$ cat src/rtl/bera_pkg.sv
// ----------------------------------------------------------------------------
// Ellipse rasterizer package
// Types and fixed widths shared by the front queue and the step engine.
// ----------------------------------------------------------------------------
package bera_pkg;

  localparam int ACC_W   = 48;
  localparam int COORD_W = 12;
  localparam int QDEPTH  = 2;

  typedef enum logic {
    OP_START = 1'b0,
    OP_STEP  = 1'b1
  } op_t;

  typedef enum logic [1:0] {
    PH_IDLE = 2'd0,
    PH_LOOP = 2'd1,
    PH_TIP  = 2'd2
  } phase_t;

  typedef enum logic [2:0] {
    BS_IDLE   = 3'd0,
    BS_SETUP1 = 3'd1,
    BS_SETUP2 = 3'd2,
    BS_RUN    = 3'd3
  } bstate_t;

  typedef struct packed {
    op_t         op;
    logic [9:0]  center_x;
    logic [9:0]  center_y;
    logic [8:0]  x_half;
    logic [8:0]  y_half;
    logic [31:0] pen_color;
  } item_t;

endpackage

$ cat src/rtl/bera_front.sv
// ----------------------------------------------------------------------------
// Ellipse rasterizer front queue
// Accepts commands, decodes them and buffers them for the step engine.
// ----------------------------------------------------------------------------
module bera_front (
  input  logic                clk,
  input  logic                rst,
  input  logic                push,
  output logic                full,
  input  logic                cmd,
  input  logic [9:0]          center_x,
  input  logic [9:0]          center_y,
  input  logic [9:0]          x_diameter,
  input  logic [9:0]          y_diameter,
  input  logic [31:0]         pen_color,
  output logic                q_valid,
  output bera_pkg::item_t     q_item,
  input  logic                q_pop
);

  localparam int PTR_W = $clog2(bera_pkg::QDEPTH);

  bera_pkg::item_t  mem [bera_pkg::QDEPTH];
  bera_pkg::item_t  in_item;
  logic [PTR_W-1:0] wr_ptr;
  logic [PTR_W-1:0] rd_ptr;
  logic [PTR_W:0]   count;
  logic             do_push;
  logic             do_pop;

  always_comb begin
    in_item.op        = cmd ? bera_pkg::OP_STEP : bera_pkg::OP_START;
    in_item.center_x  = center_x;
    in_item.center_y  = center_y;
    in_item.x_half    = x_diameter[9:1];
    in_item.y_half    = y_diameter[9:1];
    in_item.pen_color = pen_color;
  end

  assign full    = (count == (PTR_W+1)'(bera_pkg::QDEPTH));
  assign q_valid = (count != '0);
  assign do_push = push && !full;
  assign do_pop  = q_pop && q_valid;
  assign q_item  = mem[rd_ptr];

  always_ff @(posedge clk) begin
    if (do_push) begin
      mem[wr_ptr] <= in_item;
    end
  end

  always_ff @(posedge clk) begin
    if (rst) begin
      wr_ptr <= '0;
      rd_ptr <= '0;
      count  <= '0;
    end else begin
      if (do_push) begin
        wr_ptr <= wr_ptr + 1'b1;
      end
      if (do_pop) begin
        rd_ptr <= rd_ptr + 1'b1;
      end
      if (do_push && !do_pop) begin
        count <= count + 1'b1;
      end else if (do_pop && !do_push) begin
        count <= count - 1'b1;
      end
    end
  end

endmodule

$ cat src/rtl/bera_back.sv
// ----------------------------------------------------------------------------
// Ellipse rasterizer step engine
// Sets up the error terms, runs one iteration per step and emits pixels.
// ----------------------------------------------------------------------------
module bera_back #(
  parameter int WIDTH  = 800,
  parameter int HEIGHT = 600
) (
  input  logic                 clk,
  input  logic                 rst,
  input  logic                 q_valid,
  input  bera_pkg::item_t      q_item,
  output logic                 q_pop,
  output logic                 empty,
  input  logic                 pop,
  output logic signed [11:0]   pixel_x,
  output logic signed [11:0]   pixel_y,
  output logic [31:0]          pixel_color,
  output logic                 on_screen,
  output logic                 last,
  output logic                 done_res
);

  localparam int AW = bera_pkg::ACC_W;
  localparam int CW = bera_pkg::COORD_W;
  localparam logic [CW-2:0] W_LIM = (CW-1)'(WIDTH);
  localparam logic [CW-2:0] H_LIM = (CW-1)'(HEIGHT);

  bera_pkg::bstate_t bstate;
  bera_pkg::bstate_t bstate_next;
  bera_pkg::phase_t  phase;

  logic signed [CW-1:0] left_x;
  logic signed [CW-1:0] right_x;
  logic signed [CW-1:0] upper_y;
  logic signed [CW-1:0] lower_y;
  logic signed [AW-1:0] err_acc;
  logic signed [AW-1:0] x_increment;
  logic signed [AW-1:0] y_increment;
  logic [23:0]          a_scaled;
  logic [23:0]          b_scaled;
  logic [10:0]          height_span;
  logic [31:0]          held_color;

  logic [9:0]           a_hold;
  logic [19:0]          aa;
  logic [19:0]          bb;
  logic signed [CW-1:0] xs [4];
  logic signed [CW-1:0] sy0;
  logic signed [CW-1:0] sy1;
  logic [1:0]           ucnt;
  logic [1:0]           pcnt;
  logic                 upd_done;
  logic                 tip;
  logic                 fin;
  logic                 ystep;
  logic                 xcond;
  logic                 xstep;
  logic                 ovalid;

  logic [8:0]           hx;
  logic [8:0]           hy;
  logic [9:0]           a_val;
  logic [9:0]           b_val;
  logic signed [10:0]   om_a;
  logic signed [31:0]   xprod;
  logic signed [AW-1:0] e2;
  logic signed [13:0]   span_diff;
  logic signed [13:0]   span_lim;
  logic signed [CW-1:0] px_cur;
  logic signed [CW-1:0] py_cur;
  logic                 out_free;
  logic                 load_px;
  logic                 vis;

  assign hx        = q_item.x_half;
  assign hy        = q_item.y_half;
  assign a_val     = {hx, 1'b0};
  assign b_val     = {hy, 1'b0};
  assign om_a      = 11'sd1 - $signed({1'b0, a_hold});
  assign xprod     = 32'(om_a) * 32'($signed({1'b0, bb}));
  assign e2        = err_acc <<< 1;
  assign span_diff = $signed({{2{upper_y[CW-1]}}, upper_y})
                   - $signed({{2{lower_y[CW-1]}}, lower_y});
  assign span_lim  = $signed({3'b000, height_span});

  assign px_cur    = xs[pcnt];
  assign py_cur    = pcnt[1] ? sy1 : sy0;
  assign vis       = !px_cur[CW-1] && (px_cur[CW-2:0] < W_LIM)
                  && !py_cur[CW-1] && (py_cur[CW-2:0] < H_LIM);
  assign out_free  = !ovalid || pop;
  assign load_px   = (bstate == bera_pkg::BS_RUN) && out_free
                  && ((pcnt != 2'd3) || upd_done);
  assign empty     = !ovalid;

  always_ff @(posedge clk) begin
    if (rst) begin
      bstate <= bera_pkg::BS_IDLE;
    end else begin
      bstate <= bstate_next;
    end
  end

  always_comb begin
    bstate_next = bstate;
    q_pop       = 1'b0;
    case (bstate)
      bera_pkg::BS_IDLE: begin
        if (q_valid) begin
          q_pop = 1'b1;
          if (q_item.op == bera_pkg::OP_START) begin
            bstate_next = bera_pkg::BS_SETUP1;
          end else if (phase != bera_pkg::PH_IDLE) begin
            bstate_next = bera_pkg::BS_RUN;
          end
        end
      end
      bera_pkg::BS_SETUP1: begin
        bstate_next = bera_pkg::BS_SETUP2;
      end
      bera_pkg::BS_SETUP2: begin
        bstate_next = bera_pkg::BS_IDLE;
      end
      bera_pkg::BS_RUN: begin
        if (load_px && (pcnt == 2'd3)) begin
          bstate_next = bera_pkg::BS_IDLE;
        end
      end
      default: begin
        bstate_next = bera_pkg::BS_IDLE;
      end
    endcase
  end

  always_ff @(posedge clk) begin
    if (rst) begin
      phase    <= bera_pkg::PH_IDLE;
      ovalid   <= 1'b0;
      ucnt     <= '0;
      pcnt     <= '0;
      upd_done <= 1'b0;
    end else begin
      if (load_px) begin
        ovalid      <= 1'b1;
        pixel_x     <= px_cur;
        pixel_y     <= py_cur;
        pixel_color <= held_color;
        on_screen   <= vis;
        last        <= (pcnt == 2'd3);
        done_res    <= (pcnt == 2'd3) && fin;
        pcnt        <= pcnt + 1'b1;
      end else if (pop && ovalid) begin
        ovalid <= 1'b0;
      end
      case (bstate)
        bera_pkg::BS_IDLE: begin
          if (q_valid) begin
            if (q_item.op == bera_pkg::OP_START) begin
              left_x      <= $signed({2'b00, q_item.center_x}) - $signed({3'b000, hx});
              right_x     <= $signed({2'b00, q_item.center_x}) + $signed({3'b000, hx});
              upper_y     <= $signed({2'b00, q_item.center_y});
              lower_y     <= $signed({2'b00, q_item.center_y});
              height_span <= {1'b0, b_val};
              held_color  <= q_item.pen_color;
              a_hold      <= a_val;
              aa          <= {10'd0, a_val} * {10'd0, a_val};
              bb          <= {10'd0, b_val} * {10'd0, b_val};
            end else if (phase != bera_pkg::PH_IDLE) begin
              if (phase == bera_pkg::PH_TIP) begin
                xs[0] <= left_x - 12'sd1;
                xs[1] <= right_x + 12'sd1;
                xs[2] <= left_x - 12'sd1;
                xs[3] <= right_x + 12'sd1;
              end else begin
                xs[0] <= right_x;
                xs[1] <= left_x;
                xs[2] <= left_x;
                xs[3] <= right_x;
              end
              sy0      <= upper_y;
              sy1      <= lower_y;
              tip      <= (phase == bera_pkg::PH_TIP);
              fin      <= 1'b0;
              ucnt     <= '0;
              pcnt     <= '0;
              upd_done <= 1'b0;
            end
          end
        end
        bera_pkg::BS_SETUP1: begin
          x_increment <= {{(AW-34){xprod[31]}}, xprod, 2'b00};
          y_increment <= $signed({{(AW-22){1'b0}}, aa, 2'b00});
          a_scaled    <= {1'b0, aa, 3'b000};
          b_scaled    <= {1'b0, bb, 3'b000};
        end
        bera_pkg::BS_SETUP2: begin
          err_acc <= x_increment + y_increment;
          phase   <= bera_pkg::PH_LOOP;
        end
        bera_pkg::BS_RUN: begin
          if (!upd_done) begin
            if (tip) begin
              upper_y  <= upper_y + 12'sd1;
              lower_y  <= lower_y - 12'sd1;
              upd_done <= 1'b1;
              if (!((span_diff + 14'sd2) < span_lim)) begin
                fin   <= 1'b1;
                phase <= bera_pkg::PH_IDLE;
              end
            end else begin
              ucnt <= ucnt + 1'b1;
              case (ucnt)
                2'd0: begin
                  ystep <= (e2 <= y_increment);
                  xcond <= (e2 >= x_increment);
                  if (e2 <= y_increment) begin
                    upper_y     <= upper_y + 12'sd1;
                    lower_y     <= lower_y - 12'sd1;
                    y_increment <= y_increment + $signed({{(AW-24){1'b0}}, a_scaled});
                  end
                end
                2'd1: begin
                  if (ystep) begin
                    err_acc <= err_acc + y_increment;
                  end
                end
                2'd2: begin
                  xstep <= xcond || (e2 > y_increment);
                  if (xcond || (e2 > y_increment)) begin
                    left_x      <= left_x + 12'sd1;
                    right_x     <= right_x - 12'sd1;
                    x_increment <= x_increment + $signed({{(AW-24){1'b0}}, b_scaled});
                  end
                end
                2'd3: begin
                  upd_done <= 1'b1;
                  if (xstep) begin
                    err_acc <= err_acc + x_increment;
                  end
                  if (left_x > right_x) begin
                    if (span_diff < span_lim) begin
                      phase <= bera_pkg::PH_TIP;
                    end else begin
                      phase <= bera_pkg::PH_IDLE;
                      fin   <= 1'b1;
                    end
                  end
                end
                default: begin
                  upd_done <= 1'b1;
                end
              endcase
            end
          end
        end
        default: begin
        end
      endcase
    end
  end

endmodule

$ cat src/rtl/bresenham_ellipse_raster_core.sv
// ----------------------------------------------------------------------------
// Bresenham ellipse rasterizer
// Walks an integer midpoint ellipse and streams its quadrant pixels.
// ----------------------------------------------------------------------------
// Commands enter through a queue port: a beat is taken when push is high and
// full is low. A start command loads center, diameters and color and emits
// nothing; a step command runs one iteration and emits four pixel beats, with
// last on the fourth and done_res on the final pixel of the ellipse. A step
// with no ellipse in progress is dropped.
// Pixels leave through a queue port: the current beat is valid while empty is
// low and is taken when pop is high.
// A two-entry command queue decouples intake from the step engine. A start
// passes through the setup states SETUP1 and SETUP2 for the setup multiplies
// and the error-term sum. A main-loop step is fetched from the queue, runs the
// dependent error update and then emits the final pixel; the first three
// pixels go out while the update runs. A tip step has a shorter update. The
// first pixel of a step is loaded into the output register in the run state.
// A stalled receiver holds the output register and the engine waits, and the
// command queue fills and raises full.
// Synchronous reset empties both queues and returns the engine to idle.
// ----------------------------------------------------------------------------
module bresenham_ellipse_raster_core #(
  parameter int WIDTH  = 800,
  parameter int HEIGHT = 600
) (
  input  logic                clk,
  input  logic                rst,
  input  logic                push,
  output logic                full,
  input  logic                cmd,
  input  logic [9:0]          center_x,
  input  logic [9:0]          center_y,
  input  logic [9:0]          x_diameter,
  input  logic [9:0]          y_diameter,
  input  logic [31:0]         pen_color,
  output logic                empty,
  input  logic                pop,
  output logic signed [11:0]  pixel_x,
  output logic signed [11:0]  pixel_y,
  output logic [31:0]         pixel_color,
  output logic                on_screen,
  output logic                last,
  output logic                done_res
);

  logic            q_valid;
  logic            q_pop;
  bera_pkg::item_t q_item;

  bera_front u_front (
    .clk        (clk),
    .rst        (rst),
    .push       (push),
    .full       (full),
    .cmd        (cmd),
    .center_x   (center_x),
    .center_y   (center_y),
    .x_diameter (x_diameter),
    .y_diameter (y_diameter),
    .pen_color  (pen_color),
    .q_valid    (q_valid),
    .q_item     (q_item),
    .q_pop      (q_pop)
  );

  bera_back #(
    .WIDTH  (WIDTH),
    .HEIGHT (HEIGHT)
  ) u_back (
    .clk         (clk),
    .rst         (rst),
    .q_valid     (q_valid),
    .q_item      (q_item),
    .q_pop       (q_pop),
    .empty       (empty),
    .pop         (pop),
    .pixel_x     (pixel_x),
    .pixel_y     (pixel_y),
    .pixel_color (pixel_color),
    .on_screen   (on_screen),
    .last        (last),
    .done_res    (done_res)
  );

endmodule

$ cat config.mk
export PLATFORM = sky130hd
export DESIGN_NAME = bresenham_ellipse_raster_core
export DESIGN_NICKNAME = d
export VERILOG_FILES = /design/src/rtl/bera_pkg.sv /design/src/rtl/bera_front.sv /design/src/rtl/bera_back.sv /design/src/rtl/bresenham_ellipse_raster_core.sv
export SDC_FILE = /design/constraint.sdc
export NUM_CORES = 2
export LEC_CHECK = 0
export BUFFER_PORTS_ARGS = -buffer_cell sky130_fd_sc_hd__buf_2
export CAP_MARGIN = 20
export CORE_ASPECT_RATIO = 0.9
export CORE_UTILIZATION = 64
export DETAILED_ROUTE_END_ITERATION = 10
export PLACE_DENSITY = 0.86
export SETUP_SLACK_MARGIN = 0.4
export SLEW_MARGIN = 10
export SYNTH_ARGS = -nofsm -noshare
export SYNTH_HDL_FRONTEND = slang
export SYNTH_HIERARCHICAL = 1
export SYNTH_SLANG_ARGS = --single-unit
$ cat constraint.sdc
create_clock -name clk -period 9.55 [get_ports clk]
set_input_delay 0 -clock clk [delete_from_list [all_inputs] [get_ports clk]]
set_output_delay 0 -clock clk [all_outputs]
set_load 0.05 [all_outputs]
==> Word-level counts from Yosys, hierarchy flattened <==
Memories as Yosys holds them, arrays and structs flattened. A register that Yosys moved wholly into a read port is not among the register bits.
Cells that the tools add are included.
{ "totals": {"wordCells": 266, "ramBits": 190, "reg_bits": 417, "mem_count": 2} }
{ "classes": {"n_mux": 110, "eq_ne": 31, "n_addsub": 22, "order_cmp": 8, "bitwise_logic": 8, "multipliers": 3, "reduce_logical": 46} }
{ "mem_list": {"columns": ["memory", "depth", "word_bits", "read_ports", "rd_clocked_by_memory_dff", "write_ports", "line_no", "text"], "rows": [
  ["u_front.mem", 2, 71, 1, 1, 1, "bera_front.sv:23", "bera_pkg::item_t mem [bera_pkg::QDEPTH];"],
  ["u_back.xs", 4, 12, 1, 1, 4, "bera_back.sv:48", "logic signed [CW-1:0] xs [4];"]
]} }
{ "ops": {"columns": ["operator", "n"], "rows": [
  ["48-bit 2-to-1 mux", 12],
  ["48-bit one-hot mux with 2 select lines", 4],
  ["12-bit 2-to-1 mux", 27],
  ["48-bit adder", 3],
  ["48-bit by 24-bit adder with 48-bit output", 2],
  ["12-bit one-hot mux with 2 select lines", 4],
  ["48-bit >= comparator", 1],
  ["48-bit > comparator", 1],
  ["48-bit <= comparator", 1],
  ["2-bit 2-to-1 mux", 19],
  ["12-bit by 2-bit adder with 12-bit output, second input constant", 3],
  ["9-bit by 9-bit multiplier with 18-bit output", 2],
  ["12-bit by 2-bit subtractor with 12-bit output, second input constant", 3],
  ["1-bit 2-to-1 mux", 35],
  ["11-bit by 19-bit multiplier with 30-bit output", 1],
  ["14-bit by 11-bit < comparator with 1-bit output", 2],
  ["11-bit by 10-bit < comparator with 1-bit output, second input constant", 2],
  ["3-bit by 2-bit inequality test with 1-bit output, second input constant", 7],
  ["2-bit inequality test, second input constant", 10],
  ["5-bit AND reduction", 4],
  ["6-bit AND reduction", 3],
  ["14-bit by 3-bit adder with 14-bit output, second input constant", 1],
  ["7-bit AND reduction", 2],
  ["2-bit nonzero test", 7],
  ["other kinds (30)", 72]
]} }

==> Depth between registers and ports, before layout <==
{ "depth": {"depth_word": 10, "depth_mapped": 30} }

==> By module <==
The synthesis kept the hierarchy.
{ "by_module_without_submodules": {"columns": ["module", "seq_area_each_um2", "cells_each", "area_per_inst_um2", "instances"], "rows": [
  ["bera_back", 13262.7, 4194, 40667.8, 1],
  ["bera_front", 4364.2, 246, 5323.9, 1]
]} }

==> Worst setup path after synthesis <==
No wires, ideal clock.
{ "synth_timing": {"kind": "register to register", "from": "register, netlist name u_back/aa[2]", "to": "register u_back.x_increment[37] (data pin)", "setup_slack_ns": 2.122, "setup_time_ns": 0.270, "stages_incl_launch_ff": 29, "required_time_ns": 9.280, "arrival_time_ns": 7.158, "cell_sequence": "edfxtp_1 inv_1 ha_1 nand2_1 or3_1 or3_1 xor2_1 clkbuf_1 nand2_1 fa_1 fa_1 inv_1 fa_1 fa_1 inv_1 fa_1 inv_1 ha_1 and3_1 and3_1 a211oi_1 a21oi_1 a211oi_1 nor3_1 nand4_1 a21o_1 nand3_1 clkbuf_1 o21ai_0"} }
{ "synth_rtl": {"columns": ["item", "line_no", "text"], "rows": [
  ["end signal: assignment", "bera_back.sv:191", "x_increment <= {{(AW-34){xprod[31]}}, xprod, 2'b00};"],
  ["end signal: assignment", "bera_back.sv:232", "x_increment <= x_increment + $signed({{(AW-24){1'b0}}, b_scaled});"],
  ["end: declaration", "bera_back.sv:38", "logic signed [AW-1:0] x_increment;"]
]} }

==> metrics.txt <==
status finished, final reports clean; clock buffer count from CTS just over 60; vias in the first global route approximately 35000; Tightest Pin Transition about 1.1 ns; Fin. Hold Viols 0; HPWL Detailed approximately 84000 µm; Clk Tree Root Cell clkbuf_16; Synth Warn # 6; Syn Nets 5197; synthesized cell area around 46000 µm²; Area contributors post-synth edfxtp_1 (38%), ha_1 (13%), fa_1 (9.1%); most common cell in the netlist edfxtp_1; CP endpoint kind register; Core Box Area between 70000 and 80000 µm²; Max Cap Viol 0; Tmin final between 8 and 9 ns; Worst path most repeated cell fa_1; crit path max fanout 19; Synth Instances between 4000 and 5000; top cells by count, synth edfxtp_1 (577), ha_1 (472), inv_1 (461); number of diodes 0; Detailed Route WL 122000 µm; Initial Util around two thirds; Post-synth EDFFs about 580; initial antenna violation count 5; count of unique library cells instantiated by Yosys 89; hold_ws approximately 0.086 ns; Longest Clk Path Bufs 3; TritonCTS clock tree done; Final Skew around 0.038 ns; FF+latch count, synth roughly 590; CP max stage cell fa_1; H-tree depth 2; Slew HR 28.0%; proportion of layout cells with a drive suffix above 1 9.09%; Vias/cell around 6.3; fin nets between 5000 and 6000; storage element area ~18000 µm²; Worst-path clk slew roughly 0.070 ns; die area ~73000 µm²; Avg Cell Area, Syn just over 10 µm²; ys async rst share 0%; Num Clock Sinks roughly 600; gr usage total about a third; first-pass GRT wire length roughly 190000 µm; Placer Congestion around 0.96; Pre-antenna DRT Iters 8; Yosys top cell by area edfxtp_1; Req. time, crit path 9.90 ns; DR WL/cell between 20 and 25 µm; DR iter-0 viols roughly 4100; setup violators final 0; multi-input logic area about 26000 µm²; FMAX between 100 and 150 MHz; post-layout util between 70% and 80%; die boundary width 285 µm; CP arrival 8.85 ns; total grt overflow 0; critical path's largest stage delay approximately 0.57 ns; startpoint class of the critical path register; Clock Latency Late Sink between 0.6 and 0.7 ns; Final Max Slew Viols 0; DR vias around 36000; synth-to-layout area growth 9.60%; Buffers on Ports about 140; Seq/Total Area, Yosys between 30% and 40%; largest net degree at the start of global routing between 90 and 100; Fill cells 4629; Main synth FF type edfxtp_1; register-to-register setup slack approximately 1.1 ns; number of remaining DRC errors 0; type of the tightest min-delay check input port to register; RSZ-0062 raised after global routing false; Synth top area share between 30% and 40%; die height roughly 260 µm; critical path type register to register; row count a little over 90; Top Ports approximately 140; Post-Route Setup TNS 0 ns; ANT nets after route 0; crit share post-route 89.0%
final timing paths:
check	start	end	cells past startpoint
hold / removal	center_x[0]	u_front/mem[0][60]	2
setup reg to reg	u_back/aa[2]	u_back/x_increment[41]	28
setup / recovery	u_back/aa[2]	u_back/x_increment[41]	28
hold reg to reg	u_back/held_color[19]	u_back/pixel_color[19]	0
routing by layer:
layer,up-vias,share of wire [%],GRT usage [%]
met2,1974,46,52.7
met4,8,4.6,14.1
li1,16062,-,-
met5,-,0.047,0
met1,17092,40,45.1
met3,413,9.9,5.44
layout by cell type, fill, tap and decap left out, types with 76 or more instances in the layout:
cell / Yosys / final
a21o_1: 152 / 152
a21oi_1: 282 / 279
and2_1: 133 / 132
buf_2: 8 / 135
dlygate4sd3_1: 0 / 76
edfxtp_1: 577 / 577
fa_1: 208 / 208
ha_1: 472 / 471
inv_1: 461 / 460
mux2_2: 85 / 85
nand2_1: 323 / 322
nand3_1: 85 / 85
nor2_1: 297 / 293
o21ai_0: 199 / 199
xnor2_1: 236 / 236
xor2_1: 111 / 110
flip-flops by register name, indices dropped and copies added, names as in the netlist, 17 cells and up, named ones only:
name	count
u_back/xs	48
u_back/a_scaled	17
u_back/y_increment	44
u_back/held_color	32
u_back/b_scaled	17
u_front/mem	142
u_back/aa	17
u_back/bb	17
u_back/x_increment	44
u_back/err_acc	47
u_back/pixel_color	32
timing repair:
item,CTS,global route
hold endpoints to repair,157,0
buffers inserted,0,0
resized for setup,0,0
hold buffers,76,0
critical path, delay by kind of cell (launching register included):
| family | cells | cell delay (ns) |
|---|---|---|
| buf+inv | 6 | 0.86 |
| simple gates | 9 | 2.51 |
| fa+ha+maj | 7 | 3.31 |
| compound gates | 5 | 1.00 |
| xor+xnor | 1 | 0.13 |
| flops | 1 | 0.37 |
metrics by stage:
step / area (µm²) / std cells / setup slack [ns]
3_5_place_dp: 47700 / 5414 / 1.31
4_1_cts: 50400 / 5602 / 1.30
3_3_place_gp: 47700 / 5413 / 1.53
6_report: 50400 / 5602 / 1.05
2_1_floorplan: 46000 / 4440 / 2.12
5_1_grt: 50400 / 5602 / 0.714
layout make-up:
class,instances,share of cell area [%]
Tap cell,940,2.33
Clock inverter,31,0.588
Timing Repair Buffer,244,3.37
Clock buffer,81,3.32
Multi-Input combinational cell,3247,51.9
Sequential cell,592,35.0
Inverter,467,3.48
logic make-up after synthesis:
family                   share of synthesized area [%]
AND/OR/NAND/NOR                                   12.3
AO/OA/AOI/OAI                                     13.0
adder cells (fa/ha/maj)                           21.9
buffers and inverters                             4.93
flip-flops                                        38.3
XOR/XNOR                                          6.61
multiplexers                                      2.93
Power is not shown: default switching activity piles up to over one toggle a cycle in this logic, so the estimate is an artifact.
